File: config.mk
export PLATFORM = sky130hd
export DESIGN_NAME = ring_discovery_id_assigner_flat
export DESIGN_NICKNAME = d
export VERILOG_FILES = /design/src/hw/rtl/rdia_pkg.sv /design/src/hw/rtl/rdia_pkt_if.sv /design/src/hw/rtl/rdia_route_if.sv /design/src/hw/rtl/rdia_cfg_if.sv /design/src/hw/rtl/rdia_ctrl.sv /design/src/hw/rtl/rdia_datapath.sv /design/src/hw/rtl/ring_discovery_id_assigner.sv /design/src/flat_wrapper.sv
export SDC_FILE = /design/constraint.sdc
export NUM_CORES = 1
export LEC_CHECK = 0
export BUFFER_PORTS_ARGS = -buffer_cell sky130_fd_sc_hd__clkbuf_2
export CORE_MARGIN = 2
export CORE_UTILIZATION = 40
export CTS_CLUSTER_DIAMETER = 60
export DETAILED_ROUTE_END_ITERATION = 8
export HOLD_SLACK_MARGIN = 0.12
export PLACE_DENSITY = 0.57
export SKIP_LAST_GASP = 1
export SLEW_MARGIN = 20
export SYNTH_ARGS = -nofsm -noshare
export SYNTH_HDL_FRONTEND = slang
export SYNTH_SLANG_ARGS = --single-unit
File: constraint.sdc
create_clock -name clk -period 3.5 [get_ports clk]
set_input_delay 0.175 -clock clk [delete_from_list [all_inputs] [get_ports clk]]
set_output_delay 0.175 -clock clk [all_outputs]
set_load 0.05 [all_outputs]
File: src/hw/rtl/rdia_pkg.sv
// Package of shared types and constants for the ring discovery id assigner.
`default_nettype none
package rdia_pkg;

	localparam int unsigned CFG_IDX_W  = 2;
	localparam int unsigned CFG_DATA_W = 8;

	localparam logic [CFG_IDX_W-1:0] CFG_INITIAL_TTL      = 2'd0;
	localparam logic [CFG_IDX_W-1:0] CFG_STATUS_TYPE_CODE = 2'd1;
	localparam logic [CFG_IDX_W-1:0] CFG_MASTER_ADDRESS   = 2'd2;

	localparam logic [3:0] INITIAL_TTL_RESET = 4'd15;

	typedef enum logic [2:0] {
		ST_IDLE,
		ST_SORT_CHK,
		ST_SORT_LDV,
		ST_SORT_RD,
		ST_SORT_CMP,
		ST_EMIT_RD,
		ST_EMIT_LD,
		ST_EMPTY
	} state_t;

	typedef enum logic [1:0] {
		I_HOLD,
		I_ONE,
		I_ZERO,
		I_INC
	} i_op_t;

	typedef enum logic {
		RD_I,
		RD_JM1
	} rd_sel_t;

	typedef enum logic {
		WR_SHIFT,
		WR_V
	} wr_sel_t;

	typedef struct packed {
		logic    in_ready;
		logic    store_pkt;
		logic    clr_count;
		i_op_t   i_op;
		logic    j_load_i;
		logic    j_dec;
		logic    v_load;
		logic    rd_en;
		rd_sel_t rd_sel;
		logic    wr_en;
		wr_sel_t wr_sel;
		logic    out_load_entry;
		logic    out_load_empty;
	} rdia_cmd_t;

	typedef struct packed {
		logic in_valid;
		logic in_kind;
		logic count_zero;
		logic i_at_count;
		logic j_zero;
		logic greater;
		logic out_free;
		logic last_entry;
	} rdia_sts_t;

endpackage
`default_nettype wire

File: src/hw/rtl/rdia_pkt_if.sv
// Stream interface for received packet items.
`default_nettype none
interface rdia_pkt_if;
	logic       valid;
	logic       ready;
	logic       kind;
	logic [7:0] packet_type;
	logic [7:0] dest_address;
	logic [3:0] ttl_left;

	modport source (output valid, kind, packet_type, dest_address, ttl_left, input ready);
	modport sink (input valid, kind, packet_type, dest_address, ttl_left, output ready);
endinterface
`default_nettype wire

File: src/hw/rtl/rdia_route_if.sv
// Stream interface for route entry results.
`default_nettype none
interface rdia_route_if;
	logic       valid;
	logic       ready;
	logic [5:0] nodes_found;
	logic       entry_valid;
	logic [5:0] node_id;
	logic [7:0] hop_position;
	logic       last;

	modport source (output valid, nodes_found, entry_valid, node_id, hop_position, last,
		input ready);
	modport sink (input valid, nodes_found, entry_valid, node_id, hop_position, last,
		output ready);
endinterface
`default_nettype wire

File: src/hw/rtl/rdia_cfg_if.sv
// Write channel interface for the configuration registers.
`default_nettype none
interface rdia_cfg_if;
	logic                            valid;
	logic                            ready;
	logic [rdia_pkg::CFG_IDX_W-1:0]  index;
	logic [rdia_pkg::CFG_DATA_W-1:0] data;

	modport source (output valid, index, data, input ready);
	modport sink (input valid, index, data, output ready);
endinterface
`default_nettype wire

File: src/hw/rtl/rdia_ctrl.sv
// Controller state machine: collection, in-place insertion sort and route emission.
`default_nettype none
module rdia_ctrl (
	input  wire logic               clk,
	input  wire logic               arst_n,
	input  wire rdia_pkg::rdia_sts_t sts,
	output rdia_pkg::rdia_cmd_t      cmd
);

	rdia_pkg::state_t state_q;
	rdia_pkg::state_t state_d;

	always_ff @(posedge clk or negedge arst_n) begin
		if (!arst_n) begin
			state_q <= rdia_pkg::ST_IDLE;
		end else begin
			state_q <= state_d;
		end
	end

	always_comb begin
		state_d            = state_q;
		cmd.in_ready       = 1'b0;
		cmd.store_pkt      = 1'b0;
		cmd.clr_count      = 1'b0;
		cmd.i_op           = rdia_pkg::I_HOLD;
		cmd.j_load_i       = 1'b0;
		cmd.j_dec          = 1'b0;
		cmd.v_load         = 1'b0;
		cmd.rd_en          = 1'b0;
		cmd.rd_sel         = rdia_pkg::RD_I;
		cmd.wr_en          = 1'b0;
		cmd.wr_sel         = rdia_pkg::WR_V;
		cmd.out_load_entry = 1'b0;
		cmd.out_load_empty = 1'b0;
		case (state_q)
			rdia_pkg::ST_IDLE: begin
				cmd.in_ready = 1'b1;
				if (sts.in_valid) begin
					if (!sts.in_kind) begin
						cmd.store_pkt = 1'b1;
					end else if (sts.count_zero) begin
						state_d = rdia_pkg::ST_EMPTY;
					end else begin
						cmd.i_op = rdia_pkg::I_ONE;
						state_d  = rdia_pkg::ST_SORT_CHK;
					end
				end
			end
			rdia_pkg::ST_SORT_CHK: begin
				if (sts.i_at_count) begin
					cmd.i_op = rdia_pkg::I_ZERO;
					state_d  = rdia_pkg::ST_EMIT_RD;
				end else begin
					cmd.rd_en    = 1'b1;
					cmd.rd_sel   = rdia_pkg::RD_I;
					cmd.j_load_i = 1'b1;
					state_d      = rdia_pkg::ST_SORT_LDV;
				end
			end
			rdia_pkg::ST_SORT_LDV: begin
				cmd.v_load = 1'b1;
				state_d    = rdia_pkg::ST_SORT_RD;
			end
			rdia_pkg::ST_SORT_RD: begin
				if (sts.j_zero) begin
					cmd.wr_en  = 1'b1;
					cmd.wr_sel = rdia_pkg::WR_V;
					cmd.i_op   = rdia_pkg::I_INC;
					state_d    = rdia_pkg::ST_SORT_CHK;
				end else begin
					cmd.rd_en  = 1'b1;
					cmd.rd_sel = rdia_pkg::RD_JM1;
					state_d    = rdia_pkg::ST_SORT_CMP;
				end
			end
			rdia_pkg::ST_SORT_CMP: begin
				cmd.wr_en = 1'b1;
				if (sts.greater) begin
					cmd.wr_sel = rdia_pkg::WR_SHIFT;
					cmd.j_dec  = 1'b1;
					state_d    = rdia_pkg::ST_SORT_RD;
				end else begin
					cmd.wr_sel = rdia_pkg::WR_V;
					cmd.i_op   = rdia_pkg::I_INC;
					state_d    = rdia_pkg::ST_SORT_CHK;
				end
			end
			rdia_pkg::ST_EMIT_RD: begin
				cmd.rd_en  = 1'b1;
				cmd.rd_sel = rdia_pkg::RD_I;
				state_d    = rdia_pkg::ST_EMIT_LD;
			end
			rdia_pkg::ST_EMIT_LD: begin
				if (sts.out_free) begin
					cmd.out_load_entry = 1'b1;
					if (sts.last_entry) begin
						cmd.clr_count = 1'b1;
						state_d       = rdia_pkg::ST_IDLE;
					end else begin
						cmd.i_op = rdia_pkg::I_INC;
						state_d  = rdia_pkg::ST_EMIT_RD;
					end
				end
			end
			rdia_pkg::ST_EMPTY: begin
				if (sts.out_free) begin
					cmd.out_load_empty = 1'b1;
					state_d            = rdia_pkg::ST_IDLE;
				end
			end
			default: begin
				state_d = rdia_pkg::ST_IDLE;
			end
		endcase
	end

endmodule
`default_nettype wire

File: src/hw/rtl/rdia_datapath.sv
// Datapath: configuration registers, position memory, sort indexes and output register.
`default_nettype none
module rdia_datapath #(
	parameter int unsigned MAX_NODES = 32
) (
	input  wire logic                clk,
	input  wire logic                arst_n,
	rdia_pkt_if.sink                 pkt,
	rdia_route_if.source             route,
	rdia_cfg_if.sink                 cfg,
	input  wire rdia_pkg::rdia_cmd_t cmd,
	output rdia_pkg::rdia_sts_t      sts
);

	localparam int unsigned CNT_W = $clog2(MAX_NODES + 1);
	localparam int unsigned IDX_W = (MAX_NODES > 1) ? $clog2(MAX_NODES) : 1;

	logic [3:0] initial_ttl_q;
	logic [7:0] status_type_code_q;
	logic [7:0] master_address_q;

	logic [7:0]       mem [MAX_NODES];
	logic [7:0]       rd_data_q;
	logic [CNT_W-1:0] count_q;
	logic [CNT_W-1:0] i_q;
	logic [CNT_W-1:0] j_q;
	logic [7:0]       v_q;

	logic             out_valid_q;
	logic [5:0]       out_nodes_found_q;
	logic             out_entry_valid_q;
	logic [5:0]       out_node_id_q;
	logic [7:0]       out_hop_position_q;
	logic             out_last_q;

	logic [CNT_W-1:0] jm1;
	logic [CNT_W:0]   id_next;
	logic [IDX_W-1:0] rd_addr;
	logic [IDX_W-1:0] wr_addr;
	logic [7:0]       wr_data;
	logic             pkt_match;
	logic             pkt_store;
	logic [7:0]       hop;

	assign cfg.ready = 1'b1;

	always_ff @(posedge clk or negedge arst_n) begin
		if (!arst_n) begin
			initial_ttl_q      <= rdia_pkg::INITIAL_TTL_RESET;
			status_type_code_q <= '0;
			master_address_q   <= '0;
		end else if (cfg.valid) begin
			case (cfg.index)
				rdia_pkg::CFG_INITIAL_TTL:      initial_ttl_q      <= cfg.data[3:0];
				rdia_pkg::CFG_STATUS_TYPE_CODE: status_type_code_q <= cfg.data;
				rdia_pkg::CFG_MASTER_ADDRESS:   master_address_q   <= cfg.data;
				default: begin
				end
			endcase
		end
	end

	// Hop position wraps modulo 256 when the remaining TTL exceeds the start value.
	assign hop       = {4'd0, initial_ttl_q} - {4'd0, pkt.ttl_left};
	assign pkt_match = (pkt.packet_type == status_type_code_q) &&
		(pkt.dest_address == master_address_q);
	assign pkt_store = cmd.store_pkt && pkt_match && (count_q < CNT_W'(MAX_NODES));

	assign jm1     = j_q - CNT_W'(1);
	assign id_next = {1'b0, i_q} + (CNT_W + 1)'(1);
	assign rd_addr = (cmd.rd_sel == rdia_pkg::RD_JM1) ? jm1[IDX_W-1:0] : i_q[IDX_W-1:0];
	assign wr_addr = pkt_store ? count_q[IDX_W-1:0] : j_q[IDX_W-1:0];
	assign wr_data = pkt_store ? hop :
		((cmd.wr_sel == rdia_pkg::WR_SHIFT) ? rd_data_q : v_q);

	always_ff @(posedge clk) begin
		if (cmd.wr_en || pkt_store) begin
			mem[wr_addr] <= wr_data;
		end
		if (cmd.rd_en) begin
			rd_data_q <= mem[rd_addr];
		end
		if (cmd.v_load) begin
			v_q <= rd_data_q;
		end
		if (cmd.j_load_i) begin
			j_q <= i_q;
		end else if (cmd.j_dec) begin
			j_q <= jm1;
		end
	end

	always_ff @(posedge clk or negedge arst_n) begin
		if (!arst_n) begin
			count_q <= '0;
			i_q     <= '0;
		end else begin
			if (cmd.clr_count) begin
				count_q <= '0;
			end else if (pkt_store) begin
				count_q <= count_q + CNT_W'(1);
			end
			case (cmd.i_op)
				rdia_pkg::I_ONE:  i_q <= CNT_W'(1);
				rdia_pkg::I_ZERO: i_q <= '0;
				rdia_pkg::I_INC:  i_q <= id_next[CNT_W-1:0];
				default: begin
				end
			endcase
		end
	end

	always_ff @(posedge clk or negedge arst_n) begin
		if (!arst_n) begin
			out_valid_q <= 1'b0;
		end else if (cmd.out_load_entry || cmd.out_load_empty) begin
			out_valid_q <= 1'b1;
		end else if (route.ready) begin
			out_valid_q <= 1'b0;
		end
	end

	always_ff @(posedge clk) begin
		if (cmd.out_load_entry) begin
			out_nodes_found_q  <= 6'(count_q);
			out_entry_valid_q  <= 1'b1;
			out_node_id_q      <= 6'(id_next);
			out_hop_position_q <= rd_data_q;
			out_last_q         <= (id_next == {1'b0, count_q});
		end else if (cmd.out_load_empty) begin
			out_nodes_found_q  <= '0;
			out_entry_valid_q  <= 1'b0;
			out_node_id_q      <= '0;
			out_hop_position_q <= '0;
			out_last_q         <= 1'b1;
		end
	end

	assign pkt.ready          = cmd.in_ready;
	assign route.valid        = out_valid_q;
	assign route.nodes_found  = out_nodes_found_q;
	assign route.entry_valid  = out_entry_valid_q;
	assign route.node_id      = out_node_id_q;
	assign route.hop_position = out_hop_position_q;
	assign route.last         = out_last_q;

	assign sts.in_valid   = pkt.valid;
	assign sts.in_kind    = pkt.kind;
	assign sts.count_zero = (count_q == '0);
	assign sts.i_at_count = (i_q == count_q);
	assign sts.j_zero     = (j_q == '0);
	assign sts.greater    = (rd_data_q > v_q);
	assign sts.out_free   = !out_valid_q || route.ready;
	assign sts.last_entry = (id_next == {1'b0, count_q});

endmodule
`default_nettype wire

File: src/hw/rtl/ring_discovery_id_assigner.sv
// Top level of the ring discovery id assigner: controller joined to its datapath.
// Usage: the pkt channel carries one item per transfer. An item with kind 0 is a
// received packet header; it is stored as a hop position when its type matches the
// configured status code, its destination matches the master address and the table
// holds fewer than MAX_NODES positions. A header gives no result.
// An item with kind 1 ends the window: the stored positions are sorted in place by
// an insertion sort on the single position memory, then one route transfer per node
// leaves on the route channel in ascending order with ids 1..n, the last one marked.
// A window with no nodes gives one empty result with last set.
// The sort is paced by the one read and one write port of the memory; emission reads
// each entry, then loads it into the output register once that is free.
// The cfg channel is always ready; writes take effect at the transfer edge and are
// to be made only while the block is idle, which the block itself does not enforce.
// An index past the register list is ignored.
// When the receiver stalls, the result is held in the output register and the
// sequencer waits. After the last result is loaded, pkt is ready again even if that
// result has not been taken yet.
// Reset (arst_n low) empties the table, clears the output valid flag and sets
// initial_ttl to 15, status_type_code and master_address to 0. No clearing pass.
`default_nettype none
module ring_discovery_id_assigner #(
	parameter int unsigned MAX_NODES = 32
) (
	input  wire logic    clk,
	input  wire logic    arst_n,
	rdia_pkt_if.sink     pkt,
	rdia_route_if.source route,
	rdia_cfg_if.sink     cfg
);

	// Commands from the sequencer and status back from the datapath.
	rdia_pkg::rdia_cmd_t cmd;
	rdia_pkg::rdia_sts_t sts;

	rdia_ctrl u_ctrl (
		.clk    (clk),
		.arst_n (arst_n),
		.sts    (sts),
		.cmd    (cmd)
	);

	// The datapath owns the position memory, the sort indexes and the output stage.
	rdia_datapath #(
		.MAX_NODES (MAX_NODES)
	) u_datapath (
		.clk    (clk),
		.arst_n (arst_n),
		.pkt    (pkt),
		.route  (route),
		.cfg    (cfg),
		.cmd    (cmd),
		.sts    (sts)
	);

endmodule
`default_nettype wire
File: src/flat_wrapper.sv
// flat-port wrapper written by rule: the top's interface ports become plain ports
module ring_discovery_id_assigner_flat 
#(
	parameter int unsigned MAX_NODES = 32
)
  (clk, arst_n, pkt_valid, pkt_kind, pkt_packet_type, pkt_dest_address, pkt_ttl_left, pkt_ready, route_valid, route_nodes_found, route_entry_valid, route_node_id, route_hop_position, route_last, route_ready, cfg_valid, cfg_index, cfg_data, cfg_ready);
  rdia_pkt_if pkt_i ();
  rdia_route_if route_i ();
  rdia_cfg_if cfg_i ();
  input  wire logic clk;
  input  wire logic arst_n;
  input wire logic [$bits(pkt_i.valid)-1:0] pkt_valid;
  input wire logic [$bits(pkt_i.kind)-1:0] pkt_kind;
  input wire logic [$bits(pkt_i.packet_type)-1:0] pkt_packet_type;
  input wire logic [$bits(pkt_i.dest_address)-1:0] pkt_dest_address;
  input wire logic [$bits(pkt_i.ttl_left)-1:0] pkt_ttl_left;
  output wire logic [$bits(pkt_i.ready)-1:0] pkt_ready;
  output wire logic [$bits(route_i.valid)-1:0] route_valid;
  output wire logic [$bits(route_i.nodes_found)-1:0] route_nodes_found;
  output wire logic [$bits(route_i.entry_valid)-1:0] route_entry_valid;
  output wire logic [$bits(route_i.node_id)-1:0] route_node_id;
  output wire logic [$bits(route_i.hop_position)-1:0] route_hop_position;
  output wire logic [$bits(route_i.last)-1:0] route_last;
  input wire logic [$bits(route_i.ready)-1:0] route_ready;
  input wire logic [$bits(cfg_i.valid)-1:0] cfg_valid;
  input wire logic [$bits(cfg_i.index)-1:0] cfg_index;
  input wire logic [$bits(cfg_i.data)-1:0] cfg_data;
  output wire logic [$bits(cfg_i.ready)-1:0] cfg_ready;
  assign pkt_i.valid = pkt_valid;
  assign pkt_i.kind = pkt_kind;
  assign pkt_i.packet_type = pkt_packet_type;
  assign pkt_i.dest_address = pkt_dest_address;
  assign pkt_i.ttl_left = pkt_ttl_left;
  assign pkt_ready = pkt_i.ready;
  assign route_valid = route_i.valid;
  assign route_nodes_found = route_i.nodes_found;
  assign route_entry_valid = route_i.entry_valid;
  assign route_node_id = route_i.node_id;
  assign route_hop_position = route_i.hop_position;
  assign route_last = route_i.last;
  assign route_i.ready = route_ready;
  assign cfg_i.valid = cfg_valid;
  assign cfg_i.index = cfg_index;
  assign cfg_i.data = cfg_data;
  assign cfg_ready = cfg_i.ready;
  ring_discovery_id_assigner #(.MAX_NODES(MAX_NODES)) u_core (.clk(clk), .arst_n(arst_n), .pkt(pkt_i), .route(route_i), .cfg(cfg_i));
endmodule
Yosys cells after proc, flatten, opt, wreduce, memory -nomap -nowiden
Memory sizes are Yosys's and may differ from the RTL's. A register that Yosys moved wholly into a read port is not among the register bits.
Cells that the tools add are included.
{ "totals": {"regBits": 72, "ram_bits": 256, "input_bits": 36, "elab_cells": 119, "n_memories": 1} }
{ "memory_table": {"columns": ["memory", "depth", "width", "read_ports", "rd_ports_with_merged_regs", "wr", "line", "rtl"], "rows": [
  ["u_core.u_datapath.mem", 32, 8, 1, 1, 1, "rdia_datapath.sv:22", "logic [7:0] mem [MAX_NODES];"]
]} }
{ "op_classes": {"addsub": 4, "order_cmp": 2, "eq_ne": 20, "n_mux": 58, "reduce_logical": 20} }
{ "ops": {"columns": ["operator", "count"], "rows": [
  ["$mux 6", 7],
  ["$mux 8", 4],
  ["$mux 3", 9],
  ["$pmux 3 s8", 1],
  ["$mux 1", 22],
  ["$mux 2", 9],
  ["$pmux 6 s3", 1],
  ["$eq 8x8->1", 2],
  ["$eq 3x3->1 const B", 4],
  ["$logic_not 6->1", 2],
  ["$mux 5", 2],
  ["$pmux 2 s5", 1],
  ["$gt 8x8->1", 1],
  ["$reduce_bool 2->1", 4],
  ["$add 6x1->7 const B", 1],
  ["$eq 7x6->1", 1],
  ["$add 6x1->6 const B", 1],
  ["$eq 2x2->1 const B", 3],
  ["$eq 3x2->1 const B", 2],
  ["$eq 6x6->1", 1],
  ["$lt 6x6->1 const B", 1],
  ["$pmux 2 s3", 1],
  ["$reduce_and 2->1", 3],
  ["$sub 6x1->6 const B", 1],
  ["other kinds (13)", 20]
]} }

Longest topological paths before layout
{ "depth": {"ltp_word": 8, "mapped_depth": 11, "ltp_nobuf": 9} }

Cells and area by module
Synthesis repeated with hierarchy kept, for this count alone.
{ "unflattened": {"hier_cells": 1240, "area_unflattened_um2": 15752.6} }
{ "modules_own_cells": {"columns": ["module", "instances", "cells_each", "area_per_inst_um2", "seq_area_each_um2"], "rows": [
  ["rdia_datapath", 1, 1180, 15292.2, 9829.4],
  ["rdia_ctrl", 1, 60, 460.4, 75.1]
]} }

Worst setup path after synthesis
Ideal clock, no wire load.
{ "synth_path": {"path_type": "register to register", "startpoint": "register u_core.u_ctrl.state_q[0]", "endpoint": "memory u_core.u_datapath.mem[0][0] (data pin)", "arrival_ps": 3451, "setup_slack_ps": -336, "stages_incl_launch_ff": 9, "n_path_buf": 3, "synth_period_minus_slack_ps": 3836, "cell_sequence": "dfrtp_1 > clkbuf_1 > nor3_2 > nand4_1 > nor4_1 > nand4_1 > clkbuf_1 > buf_1 > mux2i_1"} }
{ "synth_via": {"elab_chain_cells": 5, "word_cells_on_any_way": 9, "cone_classes": "eq/ne (2); mux (4); reduce/logical (3)"} }
{ "synth_rtl": {"columns": ["item", "line", "rtl"], "rows": [
  ["start, declared", "rdia_ctrl.sv:10", "rdia_pkg::state_t state_q;"],
  ["start signal, assigned", "rdia_ctrl.sv:15", "state_q <= rdia_pkg::ST_IDLE;"],
  ["start signal, assigned", "rdia_ctrl.sv:17", "state_q <= state_d;"],
  ["branches (longest 4 deep; another with $mux 8)", null, null],
  ["$mux 8 (*)", "rdia_datapath.sv:73", "assign wr_data = pkt_store ? hop :"],
  ["net u_core.u_datapath.wr_data[0]", "rdia_datapath.sv:40", "logic [7:0] wr_data;"],
  ["end, declared", "rdia_datapath.sv:22", null]
]} }
Mark *: on every way through the listed nets, which the timed path passes.

Worst setup path in the final report
{ "layout_path": {"startpoint": "register u_core.u_datapath.j_q[0]", "endpoint": "register u_core.u_datapath.rd_data_q[7] (read register of u_core.u_datapath.mem) (data pin)"} }
{ "layout_via": {"elab_chain_cells": 4, "word_cells_on_any_way": 5, "cone_classes": "add/sub (1); mux (3); reduce/logical (1)"} }
{ "layout_rtl": {"columns": ["item", "line", "rtl"], "rows": [
  ["start, declared", "rdia_datapath.sv:26", "logic [CNT_W-1:0] j_q;"],
  ["start signal, assigned", "rdia_datapath.sv:87", "j_q <= i_q;"],
  ["start signal, assigned", "rdia_datapath.sv:89", "j_q <= jm1;"],
  ["branches (longest 4 deep; another with $sub 6x1->6)", null, null],
  ["end, declared", "rdia_datapath.sv:23", "logic [7:0] rd_data_q;"]
]} }
Parallel ways; which one is timed is not known.
A chain may end at the register's enable or synchronous reset.

==> impl_metrics.json <==
{
  "cp-start-kind": "flip-flop",
  "final_net_count": 1273,
  "cp_slowest_stage_delay_ns": 0.54,
  "rows": 70,
  "asyncSetResetFlopFracSynth_pct": 10.7,
  "globalplace.congestion": 0.806,
  "antenna_cells": 0,
  "clk_pin_slew_ns": 0.06,
  "syn_area_per_cell_um2": 13.8,
  "synth_simple_gate_area_share_pct": 10.7,
  "critPathKind": "flip-flop to flip-flop",
  "critPathRequiredTime_ns": 3.74,
  "wl_per_cell_um": 22.1,
  "numCtsBuffers": 39,
  "slew-limit-headroom_pct": 29.9,
  "grt_usage_pct": 19.6,
  "clock_latency_ns": 0.53,
  "maxSlewViolCount": 0,
  "power.density_nw_per_um2": 897,
  "cp-end-kind": "flip-flop",
  "chipWidth_um": 198,
  "max_cap_viol_count": 0,
  "skew_ns": 0.0144,
  "synth_flop_cell": "edfxtp_1",
  "grt_setup_unrepaired": "false",
  "gr-total-overflow": 0,
  "start_util_pct": 40.7,
  "core-area_um2": 36800,
  "muxShareOfSynthArea_pct": 6.23,
  "cp.arrival_ns": 3.60,
  "finalCoreUtilization_pct": 47.9,
  "max_freq_mhz": 298,
  "h-tree-depth": 2,
  "grt_pass1_vias": 9734,
  "syn_area_um2": 15000,
  "fp.dieArea_um2": 39000,
  "syn-num-nets": 1140,
  "leakage_nw": 6.41,
  "hpwl_mm": 23.7,
  "final_common_cell": "edfxtp_1",
  "grt_first_pass_wirelength_mm": 57.7,
  "period_share_pct": 95.9,
  "synth_edf_count": 299,
  "wirelength_mm": 37.9,
  "synthCells": 1087,
  "synth_xor_xnor_area_share_pct": 2.27,
  "firstDrtPassIters": 5,
  "clock-sinks": 336,
  "vdd_drop_max_uv": 514,
  "tightest_slew_ns": 1.05,
  "slowest_stage": "or4b_4",
  "synth_top_family_by_area": "simple AND/OR/NAND/NOR gates",
  "cp_common_cell": "a221oi_1",
  "num_vias": 9519,
  "yosysSeqAreaShare_pct": 66.1,
  "drc": 0,
  "synth_seq_cells": 336,
  "cts_root_buf": "clkbuf_16",
  "outcome": "completed",
  "instances_no_fill": 1716,
  "yosys_warnings": 0,
  "ys_types": 66,
  "final_cell_mix": "edfxtp_1, buf_4, nor2_1",
  "fillerInstances": 3237,
  "hold_viol": 0,
  "viasPerCell": 5.55,
  "crit_fanout": 27,
  "die_height_um": 198,
  "first_iter_violations": 780,
  "setup_violations": 0,
  "path_cells": "inv_1 -> ha_1 -> or4b_4 -> o21ai_4 -> mux2i_4 -> buf_12 -> mux2_2 -> a221oi_1 -> a21o_1 -> a221oi_1",
  "dpl_cell_area_um2": 16200,
  "synth_compound_area_share_pct": 9.83,
  "design.portCount": 61,
  "min_period_ns": 3.35,
  "cp_top_family": "compound AO/OA/AOI/OAI gates",
  "syn_to_final_growth_pct": 17.7,
  "hp-class": "input pin to flip-flop",
  "synthAdderAreaFrac_pct": 1.47,
  "cts_tree": "yes",
  "antenna_found_initial": 1,
  "postLayoutCellArea_um2": 17600,
  "ant_nets": 0,
  "grt_max_degree": 82,
  "layout-drive-gt1-share_pct": 22.3,
  "cts_max_path_buffers": 3,
  "path_buf_inv": 2,
  "io_buffers": 59,
  "place_inst": 1625
}
## worst register-to-register path, cell delays in order (launching register included)
cell and delay [ns]:
edfxtp_1 0.38, inv_1 0.09, ha_1 0.20, or4b_4 0.54
o21ai_4 0.26, mux2i_4 0.31, buf_12 0.23, mux2_2 0.36
a221oi_1 0.44, a21o_1 0.16, a221oi_1 0.10
## cell type report
class / instances / area (um2) / share of cell area [%]
clock inverters: 22 / 120 / 0.681
clock buffers: 47 / 1020 / 5.76
flip-flops and latches: 336 / 9900 / 56.2
well taps: 468 / 586 / 3.32
multi-input cells: 650 / 4670 / 26.5
repair buffers: 162 / 1220 / 6.94
inverters: 31 / 116 / 0.660
## where the power goes
| part | switching, mW | leakage (nW) | internal (mW) |
|---|---|---|---|
| registers | 0.299 | 3.15 | 5.27 |
| clock network | 1.58 | 0.556 | 2.07 |
| logic | 4.22 | 2.70 | 2.37 |
| total | 6.10 | 6.41 | 9.71 |
## flip-flops by register name, indices dropped and copies added, names as in the netlist
register and count:
u_core.u_datapath.status_type_code_q 8, u_core.u_ctrl.state_q 3, u_core.u_datapath.j_q 6, u_core.u_datapath.route.valid 1
u_core.u_datapath.route.entry_valid 1, u_core.u_datapath.route.nodes_found 6, u_core.u_datapath.initial_ttl_q 4, u_core.u_datapath.count_q 6
u_core.u_datapath.i_q 6, u_core.u_datapath.route.last 1, u_core.u_datapath.mem 256, u_core.u_datapath.route.node_id 6
u_core.u_datapath.rd_data_q 8, u_core.u_datapath.master_address_q 8, u_core.u_datapath.route.hop_position 8, u_core.u_datapath.v_q 8
## synthesized netlist by cell type (all sizes together) (5+ instances only)
cell,instances,share of area [%]
edfxtp,299,60
nand2b,6,0.25
xnor2,29,1.7
nor2,70,1.8
a221oi,24,1.4
a21oi,51,1.7
nand3b,5,0.25
nand3,64,2.1
ha,16,1.3
a21o,23,1.2
a211oi,41,2.1
and3,53,2.2
clkbuf,27,0.69
nand2,49,1.3
nor4,8,0.38
dfrtp,32,5.3
buf,43,1.9
and2,12,0.50
o21ai,10,0.41
mux2i,31,2.1
a311oi,16,0.94
nor3,8,0.30
nor3b,5,0.25
nand4,17,0.71
inv,31,0.78
mux2,55,4.2
a211o,16,0.94
xor2,9,0.58
## kinds of logic after synthesis
group,count (synthesis)
DFF,336
and+or+nand+nor,307
AOI/OAI and AO/OA,201
buffers and inverters,101
muxes,86
xor gates and xnor gates,38
adders and majority gates,17
other,1
## path summary, 6_finish.rpt
check | from | endpoint | slack (ns) | cells after the start
hold / removal | cfg_valid | u_core.u_datapath.initial_ttl_q[3]$_DFFE_PN1P_ | 0.22 | 3
hold reg to reg | u_core.u_datapath.route.entry_valid$_SDFFE_PP1P_ | u_core.u_datapath.route.entry_valid$_SDFFE_PP1P_ | 0.51 | 2
min in group asynchronous | arst_n | u_core.u_datapath.i_q[2]$_DFFE_PN0P_ | 0.31 | 2
setup reg to reg | u_core.u_datapath.j_q[0]$_DFFE_PP_ | u_core.u_datapath.rd_data_q[7]$_DFFE_PP_ | 0.15 | 10
setup / recovery | u_core.u_datapath.j_q[0]$_DFFE_PP_ | u_core.u_datapath.rd_data_q[7]$_DFFE_PP_ | 0.15 | 10
max in group asynchronous | arst_n | u_core.u_ctrl.state_q[0]$_DFFE_PN0P_ | 2.60 | 2
## routing by layer
metal  wire [um]  part of all wire [%]  track usage, %
met1       16500                    43            25.8
met2       18400                    48            33.1
met3        2040                   5.4            3.35
met4        1020                   2.7            6.21
met5           0                     0               0
## metrics by stage
step	power [mW]	hold slack (ns)	setup slack, ns	TNS (ns)
2_1_floorplan	9.89	-0.121	-0.111	-19.66
3_3_place_gp	12.0	0.369	0.0976	0
3_5_place_dp	12.1	0.364	0.0729	0
4_1_cts	15.8	0.210	0.0658	0
5_1_grt	16.6	0.228	0.0269	0
6_report	15.8	0.222	0.145	0
## what timing repair did
item                                    in CTS  in global routing
endpoints found under the hold margin       58                  0
hold buffers                                19                  0
endpoints found under the setup margin       0                  3
resized for setup                            0                  2
setup buffers                                0                  1
(Power assumes the default switching activity.)
